==> src/design/adcps_pkg.sv <==
//------------------------------------------------------------------------------
// adcps_pkg: shared types and constants for the ADC priority sequencer filter
// Holds sizes, order codes, request function codes and the command-word helper.
//------------------------------------------------------------------------------
`default_nettype none

package adcps_pkg;

    localparam int Channels   = 8;
    localparam int Window     = 16;
    localparam int OrderDepth = 22;

    localparam int ChW   = $clog2(Channels);
    localparam int WinW  = $clog2(Window);
    localparam int OrdW  = $clog2(OrderDepth);
    localparam int LenW  = $clog2(OrderDepth + 1);
    localparam int SumW  = 16 + WinW;
    localparam int AddrW = ChW + WinW;

    localparam logic [3:0]  OrderEnd   = 4'd15;
    localparam logic [3:0]  TempSelect = 4'd8;
    localparam logic [15:0] CfrDefault = 16'h2041;

    typedef enum logic [1:0] {
        FUNC_CONV    = 2'd0,
        FUNC_PRIO    = 2'd1,
        FUNC_RESTORE = 2'd2,
        FUNC_NONE    = 2'd3
    } t_func;

    typedef enum logic [1:0] {
        REG_COUNT = 2'd0,
        REG_TWO   = 2'd1,
        REG_REMAP = 2'd2,
        REG_NONE  = 2'd3
    } t_reg;

    // Front-to-back request for one conversion sample.
    typedef struct packed {
        logic [ChW-1:0] chan;
        logic [15:0]    sample;
    } t_store_req;

    function automatic logic [15:0] select_word(input logic [3:0] sel,
                                                input logic remap);
        logic [2:0] inp;
        begin
            inp = sel[2:0];
            if (remap && sel < 4'd4) begin
                unique case (sel[1:0])
                    2'd0: inp = 3'd0;
                    2'd1: inp = 3'd2;
                    2'd2: inp = 3'd5;
                    default: inp = 3'd7;
                endcase
            end
            if (sel >= TempSelect)
                select_word = 16'((16'((3 << 10)) + CfrDefault) << 2);
            else
                select_word = 16'((16'(7 << 10) + {6'd0, inp, 7'd0} + CfrDefault) << 2);
        end
    endfunction

endpackage

`default_nettype wire

==> src/design/adcps_ram.sv <==
//------------------------------------------------------------------------------
// adcps_ram: generic simple dual-port RAM
// One write port, one read port, registered read data.
//------------------------------------------------------------------------------
`default_nettype none

module adcps_ram #(
    parameter int Width = 16,
    parameter int Depth = 128
) (
    input  wire logic                     i_clk,
    input  wire logic                     i_we,
    input  wire logic [$clog2(Depth)-1:0] i_waddr,
    input  wire logic [Width-1:0]         i_wdata,
    input  wire logic [$clog2(Depth)-1:0] i_raddr,
    output logic      [Width-1:0]         o_rdata
);

    logic [Width-1:0] r_mem [Depth];

    always_ff @(posedge i_clk) begin
        if (i_we) begin
            r_mem[i_waddr] <= i_wdata;
        end
        o_rdata <= r_mem[i_raddr];
    end

endmodule

`default_nettype wire

==> src/design/adcps_filter.sv <==
//------------------------------------------------------------------------------
// adcps_filter: back part, per-channel 16-sample window average
// Reads the oldest sample of the channel ring, replaces it and updates the sum.
// The sample store is cleared by a sweep after reset.
//------------------------------------------------------------------------------
`default_nettype none

module adcps_filter
    import adcps_pkg::*;
(
    input  wire logic       i_clk,
    input  wire logic       i_rst_n,
    input  wire logic       i_req_valid,
    input  wire t_store_req i_req,
    output logic            o_req_ready,
    output logic            o_clear_busy,
    output logic            o_done,
    output logic [ChW-1:0]  o_chan,
    output logic [15:0]     o_avg
);

    typedef enum logic [1:0] {
        F_CLEAR, F_IDLE, F_READ, F_WRITE
    } t_fstate;

    t_fstate r_state, n_state;
    logic [AddrW:0]    r_clr;
    logic [WinW-1:0]   r_ring [Channels];
    logic [SumW-1:0]   r_sum  [Channels];
    t_store_req        r_req;
    logic [15:0]       w_old;
    logic              w_we;
    logic [AddrW-1:0]  w_waddr, w_raddr;
    logic [15:0]       w_wdata;
    logic [SumW-1:0]   w_newsum;

    assign w_raddr  = {r_req.chan, r_ring[r_req.chan]};
    assign w_newsum = r_sum[r_req.chan] - SumW'(w_old) + SumW'(r_req.sample);

    always_comb begin
        n_state = r_state;
        unique case (r_state)
            F_CLEAR: if (r_clr == (AddrW+1)'(Channels*Window - 1)) n_state = F_IDLE;
            F_IDLE:  if (i_req_valid) n_state = F_READ;
            F_READ:  n_state = F_WRITE;
            F_WRITE: n_state = F_IDLE;
            default: n_state = F_IDLE;
        endcase
    end

    always_comb begin
        o_req_ready  = (r_state == F_IDLE);
        o_clear_busy = (r_state == F_CLEAR);
        w_we    = 1'b0;
        w_waddr = w_raddr;
        w_wdata = r_req.sample;
        unique case (r_state)
            F_CLEAR: begin
                w_we    = 1'b1;
                w_waddr = r_clr[AddrW-1:0];
                w_wdata = '0;
            end
            F_WRITE: w_we = 1'b1;
            default: ;
        endcase
    end

    adcps_ram #(.Width(16), .Depth(Channels*Window)) u_store (
        .i_clk   (i_clk),
        .i_we    (w_we),
        .i_waddr (w_waddr),
        .i_wdata (w_wdata),
        .i_raddr (w_raddr),
        .o_rdata (w_old)
    );

    always_ff @(posedge i_clk) begin
        if (!i_rst_n) begin
            r_state <= F_CLEAR;
            r_clr   <= '0;
            o_done  <= 1'b0;
            for (int c = 0; c < Channels; c++) begin
                r_ring[c] <= '0;
                r_sum[c]  <= '0;
            end
        end else begin
            r_state <= n_state;
            o_done  <= 1'b0;
            if (r_state == F_CLEAR) begin
                r_clr <= r_clr + 1'b1;
            end
            if (r_state == F_WRITE) begin
                r_sum[r_req.chan]  <= w_newsum;
                r_ring[r_req.chan] <= r_ring[r_req.chan] + 1'b1;
                o_done <= 1'b1;
            end
        end
    end

    always_ff @(posedge i_clk) begin
        if (r_state == F_IDLE && i_req_valid) begin
            r_req <= i_req;
        end
        if (r_state == F_WRITE) begin
            o_chan <= r_req.chan;
            o_avg  <= w_newsum[SumW-1:WinW];
        end
    end

    a_done_after_write: assert property (@(posedge i_clk) disable iff (!i_rst_n)
        r_state == F_WRITE |=> o_done)
        else $error("average not reported after write");
    a_read_then_write: assert property (@(posedge i_clk) disable iff (!i_rst_n)
        r_state == F_READ |=> r_state == F_WRITE)
        else $error("read not followed by write");
    a_no_accept_clear: assert property (@(posedge i_clk) disable iff (!i_rst_n)
        o_clear_busy |-> !o_req_ready)
        else $error("ready during clear");

endmodule

`default_nettype wire

==> src/design/adcps_queue.sv <==
//------------------------------------------------------------------------------
// adcps_queue: two-entry queue between sequencer and filter
// Carries sample store requests so the front can move on independently.
//------------------------------------------------------------------------------
`default_nettype none

module adcps_queue
    import adcps_pkg::*;
(
    input  wire logic       i_clk,
    input  wire logic       i_rst_n,
    input  wire logic       i_push,
    input  wire t_store_req i_data,
    output logic            o_full,
    output logic            o_valid,
    input  wire logic       i_pop,
    output t_store_req      o_data
);

    t_store_req r_q [2];
    logic [1:0] r_cnt;
    logic       r_rd, r_wr;

    assign o_full  = (r_cnt == 2'd2);
    assign o_valid = (r_cnt != 2'd0);
    assign o_data  = r_q[r_rd];

    always_ff @(posedge i_clk) begin
        if (!i_rst_n) begin
            r_cnt <= '0;
            r_rd  <= 1'b0;
            r_wr  <= 1'b0;
        end else begin
            if (i_push && !o_full) r_wr <= ~r_wr;
            if (i_pop && o_valid)  r_rd <= ~r_rd;
            r_cnt <= r_cnt + 2'((i_push && !o_full)) - 2'((i_pop && o_valid));
        end
    end

    always_ff @(posedge i_clk) begin
        if (i_push && !o_full) r_q[r_wr] <= i_data;
    end

    a_no_over: assert property (@(posedge i_clk) disable iff (!i_rst_n)
        r_cnt != 2'd3)
        else $error("queue count out of range");

endmodule

`default_nettype wire

==> src/design/adcps_seq.sv <==
//------------------------------------------------------------------------------
// adcps_seq: front part, conversion order sequencer
// Holds current and pending orders, walks them for swaps and priority rebuilds,
// and issues sample store requests for conversions.
//------------------------------------------------------------------------------
`default_nettype none

module adcps_seq
    import adcps_pkg::*;
(
    input  wire logic           i_clk,
    input  wire logic           i_rst_n,
    input  wire logic           i_start,
    input  wire logic [1:0]     i_func,
    input  wire logic [15:0]    i_sample,
    input  wire logic [2:0]     i_request_channel,
    input  wire logic           i_cfg_we,
    input  wire logic [1:0]     i_cfg_index,
    input  wire logic [3:0]     i_cfg_data,
    input  wire logic           i_q_full,
    input  wire logic           i_hold,
    output logic                o_busy,
    output logic                o_push,
    output t_store_req          o_push_data,
    output logic                o_expect_avg,
    output logic                o_res,
    output logic [3:0]          o_next_select,
    output logic                o_remap,
    output logic                o_request_ok
);

    typedef enum logic [2:0] {
        S_IDLE, S_PUSH, S_BUILD, S_COPY, S_RESULT
    } t_sstate;

    t_sstate r_state, n_state;
    logic [3:0]      r_cur  [OrderDepth];
    logic [3:0]      r_pend [OrderDepth];
    logic [OrdW-1:0] r_pos;
    logic [LenW-1:0] r_len;
    logic            r_swap, r_fresh;
    logic [3:0]      r_count;
    logic            r_two, r_remap;
    logic [3:0]      r_next;
    logic            r_ok, r_exp;
    // Walker state for the priority rebuild and the order copy.
    logic [3:0]      r_i;
    logic [LenW-1:0] r_j;
    logic [2:0]      r_chan;
    logic [3:0]      r_p;
    logic [1:0]      r_k;
    logic            r_found;
    logic            r_sel_pend;
    logic            r_do_store;
    t_store_req      r_sreq;

    logic [3:0]      w_used;
    logic [4:0]      w_pos1;
    logic            w_wrap;
    logic [OrdW-1:0] w_didx;
    logic [5:0]      w_t;
    logic [3:0]      w_put;
    logic            w_skip;

    assign w_used = (r_count == 4'd0 || r_count > 4'(Channels)) ? 4'(Channels) : r_count;
    assign w_pos1 = 5'(r_pos) + 5'd1;
    assign w_wrap = (w_pos1 >= 5'(r_len)) || (w_pos1 >= 5'(OrderDepth));

    // Index of the entry two positions back, modulo the current order length.
    always_comb begin
        if (r_pos >= OrdW'(2)) begin
            w_t = 6'(r_pos) - 6'd2;
        end else begin
            w_t = 6'(r_len) + 6'(r_pos) - 6'd2;
        end
        if (w_t >= 6'(OrderDepth)) w_t = w_t - 6'(OrderDepth);
        w_didx = OrdW'(w_t);
    end

    // Entry placed at this walker step: chan, then the partner, then i.
    always_comb begin
        w_skip = (r_i == {1'b0, r_chan}) || (r_two && r_i == r_p);
        if (r_k == 2'd0)      w_put = {1'b0, r_chan};
        else if (r_k == 2'd1 && r_two) w_put = r_p;
        else                  w_put = r_i;
    end

    always_comb begin
        n_state = r_state;
        unique case (r_state)
            S_IDLE: begin
                if (i_start && !i_hold) begin
                    priority case (t_func'(i_func))
                        FUNC_CONV:  n_state = S_PUSH;
                        FUNC_PRIO:  n_state = ({1'b0, i_request_channel} < w_used) ?
                                              S_BUILD : S_RESULT;
                        default:    n_state = S_RESULT;
                    endcase
                end
            end
            S_PUSH: begin
                if (!(r_do_store && i_q_full)) n_state = r_sel_pend ? S_COPY : S_RESULT;
            end
            S_BUILD: begin
                if (r_i >= w_used && r_j >= LenW'(OrderDepth)) n_state = S_RESULT;
            end
            S_COPY: begin
                if (r_j >= LenW'(OrderDepth)) n_state = S_RESULT;
            end
            S_RESULT: n_state = S_IDLE;
            default:  n_state = S_IDLE;
        endcase
    end

    always_comb begin
        o_busy        = (r_state != S_IDLE) || i_hold;
        o_push        = (r_state == S_PUSH) && r_do_store && !i_q_full;
        o_push_data   = r_sreq;
        o_res         = (r_state == S_RESULT);
        o_next_select = r_next;
        o_remap       = r_remap;
        o_request_ok  = r_ok;
        o_expect_avg  = r_exp;
    end

    always_ff @(posedge i_clk) begin
        if (!i_rst_n) begin
            r_state <= S_IDLE;
            r_count <= 4'd8;
            r_two   <= 1'b0;
            r_remap <= 1'b0;
            r_pos   <= '0;
            r_len   <= LenW'(8);
            r_swap  <= 1'b0;
            r_fresh <= 1'b0;
            r_next  <= TempSelect;
            r_ok    <= 1'b0;
            r_exp   <= 1'b0;
            r_do_store <= 1'b0;
            r_sel_pend <= 1'b0;
            for (int e = 0; e < OrderDepth; e++) begin
                r_cur[e]  <= (e < 8) ? 4'(e) : OrderEnd;
                r_pend[e] <= (e < 8) ? 4'(e) : OrderEnd;
            end
        end else begin
            r_state <= n_state;
            if (i_cfg_we) begin
                unique case (t_reg'(i_cfg_index))
                    REG_COUNT: begin
                        r_count <= i_cfg_data;
                        r_pos   <= '0;
                        r_swap  <= 1'b0;
                        r_fresh <= 1'b0;
                        r_len   <= LenW'((i_cfg_data == 4'd0 || i_cfg_data > 4'(Channels)) ?
                                         4'(Channels) : i_cfg_data);
                        for (int e = 0; e < OrderDepth; e++) begin
                            r_cur[e]  <= (4'(e) < ((i_cfg_data == 4'd0 ||
                                         i_cfg_data > 4'(Channels)) ? 4'(Channels) :
                                         i_cfg_data)) ? 4'(e) : OrderEnd;
                            r_pend[e] <= (4'(e) < ((i_cfg_data == 4'd0 ||
                                         i_cfg_data > 4'(Channels)) ? 4'(Channels) :
                                         i_cfg_data)) ? 4'(e) : OrderEnd;
                        end
                    end
                    REG_TWO:   r_two   <= i_cfg_data[0];
                    REG_REMAP: r_remap <= i_cfg_data[0];
                    default: ;
                endcase
            end
            unique case (r_state)
                S_IDLE: begin
                    if (i_start && !i_hold) begin
                        r_ok  <= 1'b0;
                        r_exp <= 1'b0;
                        unique case (t_func'(i_func))
                            FUNC_CONV: begin
                                r_sreq.sample <= i_sample;
                                r_do_store    <= 1'b0;
                                r_sel_pend    <= 1'b0;
                                if (r_len >= LenW'(2) && (r_pos >= OrdW'(2) || !r_fresh)) begin
                                    r_sreq.chan <= r_cur[w_didx][ChW-1:0];
                                    r_do_store  <= (r_cur[w_didx] < 4'(Channels));
                                    r_exp       <= (r_cur[w_didx] < 4'(Channels));
                                end
                                if (r_len >= LenW'(2) && r_pos >= OrdW'(2)) r_fresh <= 1'b0;
                                if (w_wrap) begin
                                    r_pos <= '0;
                                    if (r_swap) begin
                                        r_fresh    <= 1'b1;
                                        r_swap     <= 1'b0;
                                        r_sel_pend <= 1'b1;
                                        r_j        <= '0;
                                        r_found    <= 1'b0;
                                        r_len      <= LenW'(OrderDepth);
                                        r_next     <= r_pend[0];
                                    end else begin
                                        r_next <= r_cur[0];
                                    end
                                end else begin
                                    r_pos  <= OrdW'(w_pos1);
                                    r_next <= r_cur[OrdW'(w_pos1)];
                                end
                            end
                            FUNC_PRIO: begin
                                if ({1'b0, i_request_channel} < w_used) begin
                                    r_ok   <= 1'b1;
                                    r_swap <= 1'b1;
                                    r_chan <= i_request_channel;
                                    r_p    <= r_pend[0];
                                    r_i    <= '0;
                                    r_j    <= '0;
                                    r_k    <= '0;
                                end
                            end
                            FUNC_RESTORE: begin
                                r_ok   <= 1'b1;
                                r_swap <= 1'b1;
                                for (int e = 0; e < OrderDepth; e++) begin
                                    r_pend[e] <= (4'(e) < w_used) ? 4'(e) : OrderEnd;
                                end
                            end
                            default: ;
                        endcase
                    end
                end
                S_BUILD: begin
                    // One order entry per cycle, except that a step that skips a channel writes none.
                    if (r_i < w_used) begin
                        if (w_skip) begin
                            r_i <= r_i + 4'd1;
                        end else begin
                            if (r_j < LenW'(OrderDepth)) begin
                                r_pend[OrdW'(r_j)] <= w_put;
                                r_j <= r_j + 1'b1;
                            end
                            if ((r_two && r_k == 2'd2) || (!r_two && r_k == 2'd1)) begin
                                r_k <= '0;
                                r_i <= r_i + 4'd1;
                            end else begin
                                r_k <= r_k + 2'd1;
                            end
                        end
                    end else if (r_j < LenW'(OrderDepth)) begin
                        r_pend[OrdW'(r_j)] <= OrderEnd;
                        r_j <= r_j + 1'b1;
                    end
                end
                S_COPY: begin
                    if (r_j < LenW'(OrderDepth)) begin
                        r_cur[OrdW'(r_j)] <= r_pend[OrdW'(r_j)];
                        if (!r_found && r_pend[OrdW'(r_j)] == OrderEnd) begin
                            r_found <= 1'b1;
                            r_len   <= r_j;
                        end
                        r_j <= r_j + 1'b1;
                    end
                end
                default: ;
            endcase
        end
    end

    a_ok_only_result: assert property (@(posedge i_clk) disable iff (!i_rst_n)
        r_state == S_BUILD |-> r_swap)
        else $error("rebuild without pending swap");
    a_res_after_idle: assert property (@(posedge i_clk) disable iff (!i_rst_n)
        r_state == S_RESULT |=> r_state == S_IDLE)
        else $error("result state held");
    a_pos_range: assert property (@(posedge i_clk) disable iff (!i_rst_n)
        r_pos < OrdW'(OrderDepth))
        else $error("order position out of range");

endmodule

`default_nettype wire

==> src/design/adc_priority_sequencer_filter_top.sv <==
//------------------------------------------------------------------------------
// adc_priority_sequencer_filter_top: ADC conversion sequencer with averaging
// Joins the order sequencer, the request queue and the window filter.
//------------------------------------------------------------------------------
// Usage:
// A request is taken when start is high and busy is low. func 0 carries a
// conversion result, func 1 a priority request for request_channel, func 2 a
// restore of the plain order. Each request yields one result, shown for one
// cycle with o_valid high: the config word for the next channel, request_ok
// and, for stored samples, the channel and its 16-sample window average.
// A conversion that stores a sample passes the push and result states, then
// waits while the filter reads the old sample from the sample memory and
// writes the new one; busy stays high until the filter is done and the result
// is shown. Requests that store no sample show their result without waiting
// for the filter. A conversion that ends a pass with a swap pending also
// copies the pending order into the current one, which can hide the sample
// update. A priority request that is taken walks the channels to rebuild the
// pending order before its result. After reset busy stays high while the
// sample memory is cleared. Configuration writes are taken through
// i_cfg_valid/o_cfg_ready while the block is idle and start is low. The
// receiver cannot stall the result.
//------------------------------------------------------------------------------
`default_nettype none

module adc_priority_sequencer_filter_top
    import adcps_pkg::*;
(
    input  wire logic        i_clk,
    input  wire logic        i_rst_n,
    input  wire logic        start,
    output logic             busy,
    input  wire logic [1:0]  i_func,
    input  wire logic [15:0] i_sample,
    input  wire logic [2:0]  i_request_channel,
    input  wire logic        i_cfg_valid,
    output logic             o_cfg_ready,
    input  wire logic [1:0]  i_cfg_index,
    input  wire logic [3:0]  i_cfg_data,
    output logic             o_valid,
    output logic [15:0]      o_cmd_word,
    output logic             o_avg_valid,
    output logic [2:0]       o_avg_channel,
    output logic [15:0]      o_avg_value,
    output logic             o_request_ok
);

    logic       w_hold, w_q_full, w_q_valid, w_push, w_f_ready, w_clear, w_done;
    logic       w_expect, w_res, w_remap, w_ok;
    logic [3:0] w_next;
    t_store_req w_push_data, w_q_data;
    logic [ChW-1:0] w_chan;
    logic [15:0]    w_avg;
    logic       r_wait, r_ok;
    logic       r_have;
    logic [3:0] r_next;
    logic       r_remap;
    logic       w_emit;

    // A result with an average waits in the top level until the filter is done.
    assign w_hold      = w_clear || r_wait;
    assign o_cfg_ready = !busy && !start;
    // The filter may finish during the order copy, before the result state.
    assign w_emit      = r_wait && (w_done || r_have);

    adcps_seq u_seq (
        .i_clk             (i_clk),
        .i_rst_n           (i_rst_n),
        .i_start           (start),
        .i_func            (i_func),
        .i_sample          (i_sample),
        .i_request_channel (i_request_channel),
        .i_cfg_we          (i_cfg_valid && o_cfg_ready),
        .i_cfg_index       (i_cfg_index),
        .i_cfg_data        (i_cfg_data),
        .i_q_full          (w_q_full),
        .i_hold            (w_hold),
        .o_busy            (busy),
        .o_push            (w_push),
        .o_push_data       (w_push_data),
        .o_expect_avg      (w_expect),
        .o_res             (w_res),
        .o_next_select     (w_next),
        .o_remap           (w_remap),
        .o_request_ok      (w_ok)
    );

    adcps_queue u_queue (
        .i_clk   (i_clk),
        .i_rst_n (i_rst_n),
        .i_push  (w_push),
        .i_data  (w_push_data),
        .o_full  (w_q_full),
        .o_valid (w_q_valid),
        .i_pop   (w_f_ready),
        .o_data  (w_q_data)
    );

    adcps_filter u_filter (
        .i_clk        (i_clk),
        .i_rst_n      (i_rst_n),
        .i_req_valid  (w_q_valid),
        .i_req        (w_q_data),
        .o_req_ready  (w_f_ready),
        .o_clear_busy (w_clear),
        .o_done       (w_done),
        .o_chan       (w_chan),
        .o_avg        (w_avg)
    );

    always_ff @(posedge i_clk) begin
        if (!i_rst_n) begin
            r_wait      <= 1'b0;
            r_have      <= 1'b0;
            o_valid     <= 1'b0;
            o_avg_valid <= 1'b0;
        end else begin
            o_valid     <= 1'b0;
            o_avg_valid <= 1'b0;
            if (w_res && w_expect) begin
                r_wait <= 1'b1;
            end else if (w_res) begin
                o_valid <= 1'b1;
            end
            if (w_done && !r_wait) begin
                r_have <= 1'b1;
            end
            if (w_emit) begin
                r_wait      <= 1'b0;
                r_have      <= 1'b0;
                o_valid     <= 1'b1;
                o_avg_valid <= 1'b1;
            end
        end
    end

    always_ff @(posedge i_clk) begin
        if (w_res) begin
            r_next  <= w_next;
            r_remap <= w_remap;
            r_ok    <= w_ok;
        end
        if (w_res && !w_expect) begin
            o_cmd_word    <= select_word(w_next, w_remap);
            o_request_ok  <= w_ok;
            o_avg_channel <= '0;
            o_avg_value   <= '0;
        end
        if (w_emit) begin
            o_cmd_word    <= select_word(r_next, r_remap);
            o_request_ok  <= r_ok;
            o_avg_channel <= w_chan;
            o_avg_value   <= w_avg;
        end
    end

    a_avg_implies_valid: assert property (@(posedge i_clk) disable iff (!i_rst_n)
        o_avg_valid |-> o_valid)
        else $error("average strobe without result");
    a_busy_while_wait: assert property (@(posedge i_clk) disable iff (!i_rst_n)
        r_wait |-> busy)
        else $error("idle while result pending");
    a_one_result: assert property (@(posedge i_clk) disable iff (!i_rst_n)
        o_valid |=> !o_valid)
        else $error("result held longer than one cycle");

endmodule

`default_nettype wire
==> config.mk <==
export PLATFORM = sky130hd
export DESIGN_NAME = adc_priority_sequencer_filter_top
export DESIGN_NICKNAME = d
export VERILOG_FILES = /design/src/design/adcps_pkg.sv /design/src/design/adcps_ram.sv /design/src/design/adcps_filter.sv /design/src/design/adcps_queue.sv /design/src/design/adcps_seq.sv /design/src/design/adc_priority_sequencer_filter_top.sv
export SDC_FILE = /design/constraint.sdc
export NUM_CORES = 2
export LEC_CHECK = 0
export ABC_CLOCK_PERIOD_IN_PS = 6000
export BUFFER_PORTS_ARGS = -buffer_cell sky130_fd_sc_hd__clkbuf_2
export CAP_MARGIN = 20
export CORE_ASPECT_RATIO = 0.8
export CORE_UTILIZATION = 35
export DETAILED_ROUTE_END_ITERATION = 10
export GPL_ROUTABILITY_DRIVEN = 0
export PLACE_DENSITY = 0.52
export SYNTH_ARGS = -nofsm -noshare
export SYNTH_HDL_FRONTEND = slang
export SYNTH_SLANG_ARGS = --single-unit
==> constraint.sdc <==
create_clock -name i_clk -period 6 [get_ports i_clk]
set_clock_uncertainty 0.05 [all_clocks]
set_input_delay 0 -clock i_clk [delete_from_list [all_inputs] [get_ports i_clk]]
set_output_delay 0 -clock i_clk [all_outputs]
set_load 0.05 [all_outputs]
# --- After elaboration in Yosys (flattened, before gate mapping) ---
# Memories as Yosys holds them, arrays and structs flattened. A register that Yosys moved wholly into a read port is not among the register bits.
# Index checks and enable logic that the tools add are counted.
word_totals:
  reg_bits: 147
  latch_bits: 0
  ram_bits: 2454
  rom_bits: 0
  input_bits: 31
  wordCells: 549
  n_memories: 6
memory_table:
  columns: ["memory", "depth", "word_bits", "read_ports", "rd_clocked_by_memory_dff", "write_ports", "line_no", "text"]
  rows:
  - ["u_filter.u_store.r_mem", 128, 16, 1, 1, 1, "adcps_ram.sv:19", "logic [Width-1:0] r_mem [Depth];"]
  - ["u_filter.r_sum", 8, 20, 1, 0, 8, "adcps_filter.sv:29", "logic [SumW-1:0] r_sum [Channels];"]
  - ["u_seq.r_cur", 22, 4, 3, 0, 22, "adcps_seq.sv:37", "logic [3:0] r_cur [OrderDepth];"]
  - ["u_seq.r_pend", 22, 4, 2, 1, 22, "adcps_seq.sv:38", "logic [3:0] r_pend [OrderDepth];"]
  - ["u_queue.r_q", 2, 19, 1, 1, 1, "adcps_queue.sv:20", "t_store_req r_q [2];"]
  - ["u_filter.r_ring", 8, 4, 1, 0, 8, "adcps_filter.sv:28", "logic [WinW-1:0] r_ring [Channels];"]
classes:
  addsub: 18
  n_mul: 0
  div: 0
  n_lt_le_gt_ge: 47
  eq_ne: 43
  shifts: 0
  n_mux: 250
  bitwise_logic: 70
  reduce_logical: 75
ops:
  columns: ["operator", "count"]
  rows:
  - ["2-to-1 mux 4 bit", 99]
  - ["2-to-1 mux 5 bit", 25]
  - ["2-to-1 mux 16 bit", 7]
  - ["2-to-1 mux 1 bit", 69]
  - ["OR 1 bit", 67]
  - ["2-to-1 mux 3 bit", 22]
  - ["less-than comparator 4 bit, first input constant", 14]
  - ["less-than comparator 3 x 4 -> 1 bit, first input constant", 8]
  - ["adder 13 x 10 -> 14 bit, first input constant", 2]
  - ["adder 14 bit, second input constant", 2]
  - ["2-to-1 mux 2 bit", 12]
  - ["!= test 2 x 1 -> 1 bit, second input constant", 12]
  - ["logical AND 1 bit", 22]
  - ["adder 20 x 16 -> 20 bit", 1]
  - ["2-to-1 mux 20 bit", 1]
  - ["case mux 5 bit (2 select lines)", 2]
  - ["OR reduction 20 bit", 1]
  - ["subtractor 20 x 16 -> 20 bit", 1]
  - ["case mux 3 bit (3 select lines)", 2]
  - ["== test 2 bit, second input constant", 8]
  - ["less-than comparator 1 x 4 -> 1 bit, first input constant", 4]
  - ["less-than comparator 2 x 4 -> 1 bit, first input constant", 4]
  - ["AND reduction 8 bit", 2]
  - ["case mux 5 bit (3 select lines)", 1]
  - ["other kinds (58)", 115]

# --- Longest topological paths before layout ---
depth:
  word_depth: 13
  mapped_depth: 22

# --- Hierarchy ---
# From an unflattened synthesis, not the netlist that was laid out.
unflattened:
  hier_cells: 5546
  hier_area_um2: 110292.0
by_module_without_submodules:
  columns: ["module", "n_inst", "cells_each", "area_per_inst_um2", "seq_area_each_um2"]
  rows:
  - ["adcps_ram", 1, 3085, 78524.1, 61819.3]
  - ["adcps_seq", 1, 1406, 16859.9, 9509.1]
  - ["adcps_filter", 1, 871, 11827.6, 7186.9]
  - ["adcps_queue", 1, 85, 1672.9, 1241.2]
  - ["adc_priority_sequencer_filter_top", 1, 99, 1407.6, 980.9]

# --- Least setup slack after synthesis ---
# No wires, ideal clock.
synth_timing:
  path_kind: "register -> register"
  startpoint: "register u_filter.r_state[0]"
  endpoint: "memory u_filter.u_store.r_mem[0][10], data pin"
  t_arrival_ns: 4.634
  required_time_ns: 5.151
  slack_ns: 0.517
  stages_incl_launch_ff: 9
  period_less_slack_ns: 5.483
  cell_sequence: "dfxtp_1 > inv_1 > ha_1 > clkbuf_1 > clkbuf_1 > buf_1 > buf_1 > clkbuf_1 > nor2_1"
synth_between:
  elab_chain_cells: 2
synth_rtl:
  columns: ["item", "line_no", "text"]
  rows:
  - ["start: declaration", "adcps_filter.sv:26", "t_fstate r_state, n_state;"]
  - ["start signal: assignment", "adcps_filter.sv:87", "r_state <= n_state;"]
  - ["logical NOT 2 bit", "adcps_filter.sv:57", "unique case (r_state)"]
  - ["2-to-1 mux 16 bit", "adcps_filter.sv:57", null]
  - ["named net u_filter.u_store.i_wdata[10]", "adcps_ram.sv:14", "input wire logic [Width-1:0] i_wdata,"]
  - ["end: declaration", "adcps_ram.sv:19", null]
# The timed path passes the listed nets, and every way through them passes these cells.

# --- Worst setup path in the final report ---
layout_timing:
  startpoint: "register u_filter.r_req[17] (netlist name)"
  endpoint: "register u_filter.u_store.o_rdata[10], read port of u_filter.u_store.r_mem"
layout_between:
  elab_chain_cells: 1
layout_rtl:
  columns: ["item", "line_no", "text"]
  rows:
  - ["memory (8 x 4 bit)", null, null]
  - ["end: declaration", "adcps_ram.sv:16", "output logic [Width-1:0] o_rdata"]
# Parallel ways exist; a longest one is shown, timed or not.
# A chain may end at the register's enable or synchronous reset.

==> key figures <==
Power and ir drop
  – Power Density: 339.5 mW/mm2
  – Maximum VDD drop: 0.0002530 V
  – Power Total: 43.87 mW
  – P_leak: 45.23 nW

Synth
  – Netlist Area Pre-Place: 0.1127 mm2
  – Synthesis-stage register bit count: 2,709
  – Area leader, netlist: edfxtp_1
  – Top cell type's share of synthesized area: 0.7033
  – Number of synthesized flops with an enable pin: 2,640
  – Sequential-to-total area share from yosys stat: 0.7155
  – Post-Synthesis Cells: 8,698
  – Area contributors post-synth: edfxtp_1 70%, nand2_1 7.4%, nand3_1 3.6%
  – Synth unique cells: 88
  – Main synth FF type: edfxtp_1
  – Syn Area/Cell: 12.96 um2
  – Synth async-reset ratio: 0
  – Yosys Warn Count: 0

Clock network
  – Clk_lat worst skew: 0.89 ns
  – CTS buffer count: 288
  – TritonCTS Sinks: 2,709
  – Post-CTS Setup Inserts: 0
  – Number of H-tree levels: 5
  – Root Buffer: clkbuf_16
  – Clk slew on worst S/H paths: 0.06 ns
  – TritonCTS clock tree: done
  – Clock Tree Buf Depth: 4

Timing
  – Tmin final: 5.519 ns
  – Final setup viols: 0
  – Final Slew Violations: 0
  – Hold Fails Final Rpt: 0
  – Unrepaired setup endpoints after global routing: false
  – Fin Setup TNS: 0 ns
  – Setup WS post-layout: 0.4815 ns
  – Relative slew slack: 0.1715
  – Crit share post-route: 0.9198
  – Fmax: 181.2 MHz
  – Least-Margin Pin Slew: 1.237 ns

Die
  – Core ar.: 0.3190 mm2
  – Die H: 509.6 um
  – Cell row count: 185
  – Initial Util: 0.3534
  – I/O pins: 71
  – DIE AREA: 0.3244 mm2
  – Die width: 636.5 um

Route
  – First-pass DRT Iterations: 6
  – DRC violations left: 0
  – Via Count: 74,560
  – Antenna Nets Post-Route: 0
  – Final WL: 358,500 um
  – Drt first-iter violations: 9,523
  – Drt wl/cell: 26.72 um
  – Vias per cell: 5.557

Placed design
  – Place WS: 0.6646 ns
  – Hpwl dp: 217,700 um
  – Dpl cells: 12,840
  – Input/output buffers: 58

Critical path
  – CP Cell Sequence: buf_4 -> mux4_2 -> mux2i_4 -> buf_12 -> and3_1 -> a311oi_1 -> a31oi_1 -> o32ai_1 -> nor4_1 -> buf_4 -> o311ai_1
  – Worst setup SP type: flip-flop
  – Worst endpoint data arrival time: 6.19 ns
  – Critical Path Slowest Stage Cell: a31oi_1
  – Slowest stage delay, CP: 0.93 ns
  – Reg2Reg Setup Slack: 0.48 ns
  – Worst R2R End: u_filter.u_store.o_rdata[10]$_DFF_P_
  – FF-to-FF Start: u_filter.r_req[17]$_DFFE_PP_
  – Worst setup endpoint: u_filter.u_store.o_rdata[10]$_DFF_P_
  – Crit path top cell by count: buf_4
  – Worst Setup SP: u_filter.r_req[17]$_DFFE_PP_
  – Crit. End Element: flip-flop
  – Crit Path Class: flip-flop to flip-flop
  – R2R depth: 11
  – Worst Path Max Fanout: 93
  – Required time worst endpoint: 6.67 ns

Cells and area
  – Most frequent cells in the layout: 2,640 x edfxtp_1, 2,230 x nand2_1, 813 x nand3_1, 411 x nor2_1, 331 x buf_4
  – Fin nets: 9,109
  – Count of non-filler cells in the finished layout: 13,420
  – Area Overhead vs Synth: 14.62%
  – Most common cell after layout, fill and taps aside: edfxtp_1
  – Share of cells above drive strength 1: 0.1123

GRT
  – Pin count of the biggest net entering global routing: 135
  – First-pass GRT wire length: 513,400 um
  – Number of global-route vias before repair: 70,180
  – Overall Global Routing Usage: 0.2151
  – Number of antenna violations at the first check in global routing: 25
  – Congestion Overflow GR: 0

Status
  – Status: completed

Min path
  – Hold Crit Class: input port to flip-flop

Job
  – Total of max-cap violations: 0
worst min path at each step:
| stage | slack, ns | cells past startpoint | startpoint | end |
|---|---|---|---|---|
| CTS | 0.12 | 5 | start | u_seq.o_request_ok$_SDFFE_PN0P_ |
| detailed placement | 0.13 | 1 | i_sample[2] | u_seq.o_push_data[2]$_DFFE_PP_ |
| floorplan | 0.05 | 0 | i_sample[0] | u_seq.o_push_data[0]$_DFFE_PP_ |
| finish | 0.19 | 5 | start | u_seq.o_request_ok$_SDFFE_PN0P_ |
| global route | 0.20 | 5 | start | u_seq.o_request_ok$_SDFFE_PN0P_ |
| global placement | 0.13 | 1 | i_sample[2] | u_seq.o_push_data[2]$_DFFE_PP_ |
metrics by stage:
stage,util,hold WS [ns],instance area [um2]
after floorplan,-,0.04887,113000
after global placement,0.3750,0.1284,119600
after detailed placement,0.3753,0.1286,119700
after CTS,0.4049,0.1239,129200
after global routing,0.4051,0.1976,129200
final,0.4051,0.1938,129200
timing repair:
item                                    CTS  global route
resized for setup                         0             0
endpoints found under the setup margin    0             0
hold buffers                             71             0
endpoints found under the hold margin   113             0
layout make-up:
type	count	area [um2]
fillers	29620	189800
flip-flops and latches	2709	80660
multi-input cells	5360	29620
clock buffers	381	7873
well taps	4207	5264
repair buffers	509	4429
clock inverters	122	869.6
inverters	126	488.0
diodes	3	7.507
kinds of logic after synthesis:
logic type	share of synthesized area
simple gates	0.1515
fa+ha+maj	0.01046
other cells	0.00006662
compound gates	0.05774
xor+xnor	0.003419
buf+inv	0.02697
flops	0.7155
mux	0.03436
power by group:
part           total (mW)  internal (mW)  switching, mW  leakage (nW)
Sequential           22.3           22.1          0.203          25.0
Clock                17.0           9.65           7.38          4.29
Combinational        4.51          0.938           3.57          16.0
Total                43.9           32.7           11.2          45.2
state kept, by name (all words and copies together) (netlist names), 16 cells and up, named ones only:
name,cells
o_avg_value,16
u_filter.o_avg,16
u_filter.r_ring,32
u_filter.r_sum,160
u_seq.r_pend,128
u_filter.r_req,19
u_filter.u_store.o_rdata,16
u_queue.r_q,38
u_seq.o_push_data,19
u_seq.r_cur,128
u_filter.u_store.r_mem,2048
metal layers:
metal | share of wire | global-route usage | vias to the layer above
met5 | 0.00013 | 0 | -
met4 | 0.030 | 0.06417 | 8
met3 | 0.096 | 0.04333 | 516
met2 | 0.43 | 0.3183 | 3470
met1 | 0.44 | 0.3185 | 37950
li1 | - | - | 32610
worst max-delay path, delay by kind of cell, from the launching register on:
kind                   cells  cell delay, ns
AOI/OAI and AO/OA          4            1.62
and+or+nand+nor            2            1.13
muxes                      2            1.01
buffers and inverters      3            0.90
DFF                        1            0.37
Yosys cell counts (17+ instances only):
cell      number
nand2_1     2235
a311oi_1     241
mux2_2        43
inv_1        121
o21ai_0      116
clkbuf_1     266
ha_1          67
and3_1       246
buf_4         33
a21oi_1      146
nor4_1        17
mux2i_1      135
a22o_1        19
a22oi_1       48
nor2b_1       20
xnor2_1       25
nand2b_1      20
buf_1         71
dfxtp_1       69
nor3_1        59
buf_2        204
o22ai_1       58
mux4_2        89
xor2_1        19
a221oi_1      22
and2_1        44
edfxtp_1    2640
nor2_1       448
fa_1          17
nand3_1      813
a31oi_1      134
a21o_1        19
Note: power is estimated with default switching activity, not from simulation.
